===== config.mk =====
export PLATFORM = sky130hd
export DESIGN_NAME = base64_line_encoder
export DESIGN_NICKNAME = d
export VERILOG_FILES = /design/src/hw/rtl/b64le_pkg.sv /design/src/hw/rtl/b64le_front.sv /design/src/hw/rtl/b64le_queue.sv /design/src/hw/rtl/b64le_back.sv /design/src/hw/rtl/base64_line_encoder.sv
export VERILOG_INCLUDE_DIRS = /design/src /design/src/hw/rtl
export SDC_FILE = /design/constraint.sdc
export NUM_CORES = 1
export LEC_CHECK = 0
export ABC_AREA = 1
export BUFFER_PORTS_ARGS = -buffer_cell sky130_fd_sc_hd__buf_2
export CORE_MARGIN = 1
export CORE_UTILIZATION = 40
export CTS_CLUSTER_SIZE = 20
export DETAILED_ROUTE_END_ITERATION = 8
export GPL_TIMING_DRIVEN = 0
export PLACE_DENSITY_LB_ADDON = 0.1
export RECOVER_POWER = 50
export SYNTH_ARGS = -nofsm -noshare
export SYNTH_HDL_FRONTEND = slang
export SYNTH_SLANG_ARGS = --single-unit

===== constraint.sdc =====
create_clock -name clk -period 2.5 [get_ports clk]
set_input_delay 0 -clock clk [delete_from_list [all_inputs] [get_ports clk]]
set_output_delay 0 -clock clk [all_outputs]
set_load 0.005 [all_outputs]

===== src/hw/rtl/base64_line_encoder_macros.svh =====
// Assertion helpers for the base64 line encoder; clk and rst_n are taken from the scope.
`ifndef BASE64_LINE_ENCODER_MACROS_SVH
`define BASE64_LINE_ENCODER_MACROS_SVH

`ifndef SYNTHESIS
`define B64LE_ASSERT(lbl, prop) \
  lbl: assert property (@(posedge clk) disable iff (!rst_n) (prop)) \
    else $error("b64le assertion failed");
`define B64LE_ASSERT_NEXT(lbl, ante, cons) \
  lbl: assert property (@(posedge clk) disable iff (!rst_n) (ante) |=> (cons)) \
    else $error("b64le assertion failed");
`else
`define B64LE_ASSERT(lbl, prop)
`define B64LE_ASSERT_NEXT(lbl, ante, cons)
`endif

`endif


===== src/hw/rtl/b64le_pkg.sv =====
package b64le_pkg;

  localparam int unsigned QDEPTH = 2;
  localparam int unsigned QPTR_W = (QDEPTH > 1) ? $clog2(QDEPTH) : 1;
  localparam int unsigned QCNT_W = $clog2(QDEPTH + 1);

  localparam logic [7:0] GPL_RESET = 8'd18;
  localparam logic [7:0] CHAR_PAD  = 8'h3d;
  localparam logic [7:0] CHAR_CR   = 8'h0d;
  localparam logic [7:0] CHAR_LF   = 8'h0a;

  localparam logic [2:0] IDX_SX0 = 3'd0;
  localparam logic [2:0] IDX_SX1 = 3'd1;
  localparam logic [2:0] IDX_SX2 = 3'd2;
  localparam logic [2:0] IDX_SX3 = 3'd3;
  localparam logic [2:0] IDX_CR  = 3'd4;
  localparam logic [2:0] IDX_LF  = 3'd5;

  typedef struct packed {
    logic [5:0] sx0;
    logic [5:0] sx1;
    logic [5:0] sx2;
    logic [5:0] sx3;
    logic       pad2;
    logic       pad3;
    logic       crlf;
    logic       last;
  } group_rec_t;

  function automatic logic [7:0] b64_char(input logic [5:0] v);
    logic [7:0] c;
    if (v < 6'd26)      c = 8'h41 + {2'b00, v};
    else if (v < 6'd52) c = 8'h61 + {2'b00, v} - 8'd26;
    else if (v < 6'd62) c = 8'h30 + {2'b00, v} - 8'd52;
    else if (v == 6'd62) c = 8'h2b;
    else                c = 8'h2f;
    return c;
  endfunction

endpackage


===== src/hw/rtl/b64le_front.sv =====
module b64le_front (
  input  logic                  clk,
  input  logic                  rst_n,
  input  logic                  accept,
  input  logic [7:0]            data_byte,
  input  logic                  message_end,
  input  logic [7:0]            groups_per_line,
  output logic                  push,
  output b64le_pkg::group_rec_t rec
);

  logic [15:0] held_r, held_nxt;
  logic [1:0]  fill_r, fill_nxt;
  logic [7:0]  line_r, line_nxt;

  logic [1:0] fill_eff;
  logic       close;
  logic [7:0] b0, b1, b2;
  logic [7:0] line_inc;
  logic       crlf;

  always_comb begin
    fill_eff = fill_r[1] ? 2'd2 : fill_r;
    close    = (fill_eff == 2'd2) || message_end;
    b0 = (fill_eff == 2'd0) ? data_byte : held_r[15:8];
    b1 = (fill_eff == 2'd1) ? data_byte : ((fill_eff == 2'd2) ? held_r[7:0] : 8'h00);
    b2 = (fill_eff == 2'd2) ? data_byte : 8'h00;
    line_inc = (line_r == 8'hff) ? line_r : line_r + 8'd1;
    crlf     = message_end || (line_inc >= groups_per_line);

    rec.sx0  = b0[7:2];
    rec.sx1  = {b0[1:0], b1[7:4]};
    rec.sx2  = {b1[3:0], b2[7:6]};
    rec.sx3  = b2[5:0];
    rec.pad2 = (fill_eff == 2'd0);
    rec.pad3 = (fill_eff != 2'd2);
    rec.crlf = crlf;
    rec.last = message_end;

    push = accept && close;

    held_nxt = held_r;
    fill_nxt = fill_r;
    line_nxt = line_r;
    if (accept) begin
      if (close) begin
        held_nxt = 16'h0000;
        fill_nxt = 2'd0;
        line_nxt = crlf ? 8'h00 : line_inc;
      end else if (fill_eff == 2'd0) begin
        held_nxt = {data_byte, 8'h00};
        fill_nxt = 2'd1;
      end else begin
        held_nxt = {held_r[15:8], data_byte};
        fill_nxt = 2'd2;
      end
    end
  end

  always_ff @(posedge clk) begin
    if (!rst_n) begin
      held_r <= 16'h0000;
      fill_r <= 2'd0;
      line_r <= 8'h00;
    end else begin
      held_r <= held_nxt;
      fill_r <= fill_nxt;
      line_r <= line_nxt;
    end
  end

endmodule


===== src/hw/rtl/b64le_queue.sv =====
module b64le_queue (
  input  logic                  clk,
  input  logic                  rst_n,
  input  logic                  push,
  input  b64le_pkg::group_rec_t push_rec,
  input  logic                  pop,
  output b64le_pkg::group_rec_t head_rec,
  output logic                  empty,
  output logic                  full
);

  b64le_pkg::group_rec_t mem_r [b64le_pkg::QDEPTH];
  logic [b64le_pkg::QPTR_W-1:0] wr_r, rd_r;
  logic [b64le_pkg::QCNT_W-1:0] cnt_r;

  localparam logic [b64le_pkg::QPTR_W-1:0] PTR_LAST = b64le_pkg::QPTR_W'(b64le_pkg::QDEPTH - 1);
  localparam logic [b64le_pkg::QPTR_W-1:0] PTR_ONE  = b64le_pkg::QPTR_W'(1);
  localparam logic [b64le_pkg::QCNT_W-1:0] CNT_FULL = b64le_pkg::QCNT_W'(b64le_pkg::QDEPTH);
  localparam logic [b64le_pkg::QCNT_W-1:0] CNT_ONE  = b64le_pkg::QCNT_W'(1);

  logic do_push, do_pop;

  assign empty    = (cnt_r == '0);
  assign full     = (cnt_r == CNT_FULL);
  assign do_push  = push && !full;
  assign do_pop   = pop && !empty;
  assign head_rec = mem_r[rd_r];

  always_ff @(posedge clk) begin
    if (do_push) mem_r[wr_r] <= push_rec;
  end

  always_ff @(posedge clk) begin
    if (!rst_n) begin
      wr_r  <= '0;
      rd_r  <= '0;
      cnt_r <= '0;
    end else begin
      if (do_push) wr_r <= (wr_r == PTR_LAST) ? '0 : wr_r + PTR_ONE;
      if (do_pop)  rd_r <= (rd_r == PTR_LAST) ? '0 : rd_r + PTR_ONE;
      if (do_push && !do_pop)      cnt_r <= cnt_r + CNT_ONE;
      else if (do_pop && !do_push) cnt_r <= cnt_r - CNT_ONE;
    end
  end

endmodule


===== src/hw/rtl/b64le_back.sv =====
`include "base64_line_encoder_macros.svh"

module b64le_back (
  input  logic                  clk,
  input  logic                  rst_n,
  input  b64le_pkg::group_rec_t head_rec,
  input  logic                  q_empty,
  output logic                  q_pop,
  output logic                  out_valid,
  input  logic                  out_stall,
  output logic [7:0]            out_char,
  output logic                  out_run_last,
  output logic                  out_message_done
);

  logic [2:0] idx_r;
  logic       out_valid_r;
  logic [7:0] char_r;
  logic       run_last_r, done_r;

  logic       load, emit, is_end;
  logic [2:0] end_idx;
  logic [7:0] char_nxt;

  always_comb begin
    load    = !out_valid_r || !out_stall;
    emit    = load && !q_empty;
    end_idx = head_rec.crlf ? b64le_pkg::IDX_LF : b64le_pkg::IDX_SX3;
    is_end  = (idx_r == end_idx);
    q_pop   = emit && is_end;
    case (idx_r)
      b64le_pkg::IDX_SX0: char_nxt = b64le_pkg::b64_char(head_rec.sx0);
      b64le_pkg::IDX_SX1: char_nxt = b64le_pkg::b64_char(head_rec.sx1);
      b64le_pkg::IDX_SX2: char_nxt = head_rec.pad2 ? b64le_pkg::CHAR_PAD
                                                   : b64le_pkg::b64_char(head_rec.sx2);
      b64le_pkg::IDX_SX3: char_nxt = head_rec.pad3 ? b64le_pkg::CHAR_PAD
                                                   : b64le_pkg::b64_char(head_rec.sx3);
      b64le_pkg::IDX_CR:  char_nxt = b64le_pkg::CHAR_CR;
      b64le_pkg::IDX_LF:  char_nxt = b64le_pkg::CHAR_LF;
      default:            char_nxt = b64le_pkg::CHAR_LF;
    endcase
  end

  always_ff @(posedge clk) begin
    if (!rst_n) begin
      out_valid_r <= 1'b0;
      idx_r       <= b64le_pkg::IDX_SX0;
    end else if (load) begin
      out_valid_r <= !q_empty;
      if (!q_empty) begin
        char_r     <= char_nxt;
        run_last_r <= is_end;
        done_r     <= is_end && head_rec.last;
        idx_r      <= is_end ? b64le_pkg::IDX_SX0 : idx_r + 3'd1;
      end
    end
  end

  assign out_valid        = out_valid_r;
  assign out_char         = char_r;
  assign out_run_last     = run_last_r;
  assign out_message_done = done_r;

  `B64LE_ASSERT(a_idx_range, idx_r <= b64le_pkg::IDX_LF)
  `B64LE_ASSERT(a_rec_held, (idx_r == b64le_pkg::IDX_SX0) || !q_empty)
  `B64LE_ASSERT(a_done_closes, !(out_valid_r && done_r) || run_last_r)
  `B64LE_ASSERT_NEXT(a_pop_rewinds, q_pop, idx_r == b64le_pkg::IDX_SX0)

endmodule


===== src/hw/rtl/base64_line_encoder.sv =====
// Base64 encoder with CR LF line breaks. Bytes enter one per transaction; each third byte,
// or a byte flagged message_end, closes a group that yields four characters ('=' padding a
// short final group), followed by CR LF once groups_per_line groups sit on the line or the
// message ends. The output side emits one character per cycle while out_stall is low and a
// group is queued, so a group yields four or six characters, held in the single-character output
// register. A two-entry group queue separates input from output; input stalls only
// while that queue is full. groups_per_line (reset 18) is at address 0 and should be
// changed only while the encoder is idle.
module base64_line_encoder (
  input  logic        clk,
  input  logic        rst_n,
  input  logic        in_valid,
  output logic        in_stall,
  input  logic [7:0]  in_data_byte,
  input  logic        in_message_end,
  output logic        out_valid,
  input  logic        out_stall,
  output logic [7:0]  out_char,
  output logic        out_run_last,
  output logic        out_message_done,
  input  logic        psel,
  input  logic        penable,
  input  logic        pwrite,
  input  logic [2:0]  paddr,
  input  logic [31:0] pwdata,
  output logic [31:0] prdata,
  output logic        pready
);

  logic [7:0] gpl_r;
  logic       cfg_wr;

  assign pready = 1'b1;
  assign cfg_wr = psel && penable && pwrite && pready && !paddr[2];
  assign prdata = paddr[2] ? 32'h0 : {24'h0, gpl_r};

  always_ff @(posedge clk) begin
    if (!rst_n) gpl_r <= b64le_pkg::GPL_RESET;
    else if (cfg_wr) gpl_r <= pwdata[7:0];
  end

  logic                  q_full, q_empty, push, pop, accept;
  b64le_pkg::group_rec_t push_rec, head_rec;

  assign in_stall = q_full;
  assign accept   = in_valid && !in_stall;

  b64le_front u_front (
    .clk             (clk),
    .rst_n           (rst_n),
    .accept          (accept),
    .data_byte       (in_data_byte),
    .message_end     (in_message_end),
    .groups_per_line (gpl_r),
    .push            (push),
    .rec             (push_rec)
  );

  b64le_queue u_queue (
    .clk      (clk),
    .rst_n    (rst_n),
    .push     (push),
    .push_rec (push_rec),
    .pop      (pop),
    .head_rec (head_rec),
    .empty    (q_empty),
    .full     (q_full)
  );

  b64le_back u_back (
    .clk              (clk),
    .rst_n            (rst_n),
    .head_rec         (head_rec),
    .q_empty          (q_empty),
    .q_pop            (pop),
    .out_valid        (out_valid),
    .out_stall        (out_stall),
    .out_char         (out_char),
    .out_run_last     (out_run_last),
    .out_message_done (out_message_done)
  );

endmodule

==> run_results.csv <==
group,metric,value,unit
run_status,status,"completed",
synthesis,synth_cell_types,40,
drt,route.detailed.drc,0,
synthesis,synthCells,985,
job,max_cap_violations,0,
drt,drtAntennaViolNets,0,
hold_path,hp-class,"input port to flip-flop",
sta,setup_viol,0,
critical_path,worst_setup_path_end_kind,"flip-flop",
sta,maxSlewViolCount,0,
global_routing,grt_overflow,0,
placed_design,dp_hpwl,13700,um
synthesis,synth-main-ff-cell,"edfxtp_1",
clocking,worstSkewPairLatency,0.36,ns
sta,layout_min_cycle_time,2.37,ns
floorplan,row_count,48,
critical_path,cp_data_required_time,2.79,ns
global_routing,antenna_found_initial,0,
synthesis,syn_area_per_cell,7.39,um2
global_routing,grt_util_met2,0.323,
cells_and_area,nets,1215,
placed_design,port_buffers,43,
synthesis,netlist_area,7280,um2
clocking,cts_tree,"yes",
clocking,clock-root-buffer,"clkbuf_16",
sta,hold_ws,0.100,ns
sta,finalHoldViolations,0,
floorplan,die-area,18700,um2
cells_and_area,area_growth_syn_to_layout,24.2,%
floorplan,start_util,0.415,
global_routing,grt_pass1_wl,29300,um
synthesis,ys_warn_count,0,
sta,fin_crit_sh,0.949,
synthesis,ys_async_sr_fraction,0,
sta,slew_headroom,0.295,
drt,drt-total-wl,19200,um
pwr,p_per_area,527,nW/um2
placed_design,gp_congestion,0.883,
floorplan,die_h,137,um
sta,worst_slew_pin_slew,1.05,ns
floorplan,core-area,17500,um2
clocking,htree_levels,3,
global_routing,grt_use_met3,0.0367,
cells_and_area,layout_commonest_cell,"nand2_1",
critical_path,startpoint_type,"flip-flop",
clocking,cts_max_path_buffers,2,
drt,wl_per_cell,14.3,um
clocking,cts_made_buffers,9,
sta,fin_tns_setup,0,ns
cells_and_area,stdcell_count,1343,
sta,finClkSkew,0.0131,ns
cells_and_area,diodes,0,
clocking,cts_sinks,109,
synthesis,synth_seq_area_share,0.391,
synthesis,synth_edf_count,66,
critical_path,arrival,2.66,ns
critical_path,crit_type,"flip-flop to flip-flop",
cells_and_area,final_layout_size_suffix_gt1_frac,0.186,
pwr,leakage,4.09,nW
placed_design,dp.cells,1276,
pwr,ir_drop,0.504,mV
drt,dr.first_iter.drc_count,495,
drt,dr.pass1.iters,5,
global_routing,grt_busiest_layer,"met2",
cells_and_area,final_cell_mix,"nand2_1, inv_1, nand3_1, edfxtp_1, a21oi_1",
drt,vias_per_cell,4.91,
critical_path,worstPathMaxFanout,7,
floorplan,io-pin-count,96,
synthesis,synth_seq_cells,109,
sta,rsz0062_at_grt,"true",
drt,via_count,6588,
sta,timing.fmax,422,MHz
global_routing,first_global_vias,5666,
global_routing,grt_max_degree,30,
global_routing,grt_usage,0.206,
clocking,clk_pin_slew,0.08,ns
floorplan,fp.dieW,137,um
global_routing,met1_usage,0.288,
==> critical path, cell delays in order, from the launching register on <==
cell and delay (ns):
dfxtp_2 0.36, buf_4 0.13, nand3_2 0.11, nor2_4 0.13, buf_4 0.11, xnor2_1 0.12
nand2_2 0.10, ha_1 0.32, a21oi_2 0.16, o21a_1 0.12, nand4_1 0.18, nor2_4 0.23
nand3_1 0.10, a21oi_1 0.13
==> metrics by stage <==
step           setup slack, ns  power [mW]  utilization  instance area [um2]
2_1_floorplan            0.130        2.93            -                 7370
3_3_place_gp            -0.518        3.26        0.448                 7870
3_5_place_dp            -0.461        3.26        0.449                 7880
4_1_cts                 0.0191        4.72        0.485                 8510
5_1_grt                -0.0518        5.04        0.515                 9040
6_report                 0.129        4.77        0.515                 9040
==> synthesized netlist by cell type (all sizes together), types with 2 or more instances <==
master / n / area (um2)
mux2: 7 / 78.8
o21a: 2 / 15.0
inv: 130 / 488
o211ai: 13 / 97.6
ha: 51 / 638
nor2: 63 / 244
nand4: 20 / 125
conb: 2 / 7.51
nor3: 3 / 15.0
xnor2: 5 / 43.8
or2: 4 / 25.0
xor2: 8 / 70.1
a21oi: 66 / 334
o21ai: 39 / 210
nand2: 318 / 1210
buf: 34 / 263
nand3: 89 / 445
edfxtp: 66 / 1980
dfxtp: 43 / 861
a21o: 2 / 15.0
clkbuf: 11 / 41.3
==> routing by layer <==
layer  vias up  routed length [um]
met5         -                   0
met4         0                 286
met3        15                 700
met2       161                8920
met1      2979                9300
li1       3433                   -
==> where the power goes <==
part / leakage, nW / internal, mW / total (mW) / switching, mW
Sequential: 0.964 / 2.03 / 2.07 / 0.0446
Combinational: 2.99 / 0.476 / 1.29 / 0.816
Clock: 0.140 / 0.699 / 1.40 / 0.703
==> area by class of cell <==
| type | count | area (um2) |
|---|---|---|
| Tap cell | 225 | 282 |
| Clock buffer | 10 | 229 |
| Inverter | 131 | 517 |
| Buffer | 45 | 354 |
| Clock inverter | 6 | 57.6 |
| Sequential cell | 109 | 2850 |
| Timing Repair Buffer | 94 | 664 |
| Fill cell | 1703 | 8500 |
| Multi-Input combinational cell | 723 | 4080 |
==> path summary, 6_finish.rpt <==
check / start / end / slack (ns) / cells after the start
worst max register to register: u_front.line_r[1] / u_front.line_r[0] / 0.13 / 13
worst min-delay path: psel / gpl_r[4] / 0.10 / 3
worst max-delay path: u_front.line_r[1] / u_front.line_r[0] / 0.13 / 13
worst min register to register: u_front.held_r[12] / u_front.held_r[12] / 0.47 / 2
==> sequential cells by signal (all words and copies together) (netlist names), named ones only <==
signal and flops:
u_front.held_r 16, u_queue.mem_r 56, u_back.out_run_last 1, u_back.out_message_done 1, u_queue.wr_r 1, u_front.fill_r 2, u_queue.cnt_r 2, u_front.line_r 8
u_back.out_char 8, u_back.idx_r 3, u_queue.rd_r 1, gpl_r 8, u_back.out_valid 1
==> cells by family (layout without fill, tap and decap cells) <==
group | Yosys count | in the layout | share of synthesized area
simple gates | 499 | 499 | 0.285
buf+inv | 176 | 286 | 0.109
compound gates | 127 | 127 | 0.0980
flops | 109 | 109 | 0.391
fa+ha+maj | 51 | 51 | 0.0877
xor+xnor | 13 | 13 | 0.0156
mux | 8 | 8 | 0.0122
other cells | 2 | 25 | 0.00103
==> timing repair <==
item                                    4_1_cts  5_1_grt
hold buffers                                 19        0
gates resized for setup                      37       89
cloned                                        0        2
hold endpoints to repair                     30        0
endpoints found under the setup margin       18       74
setup buffers                                 7       23
pin swaps                                     5       24
Power figures use the tool's default switching activity.
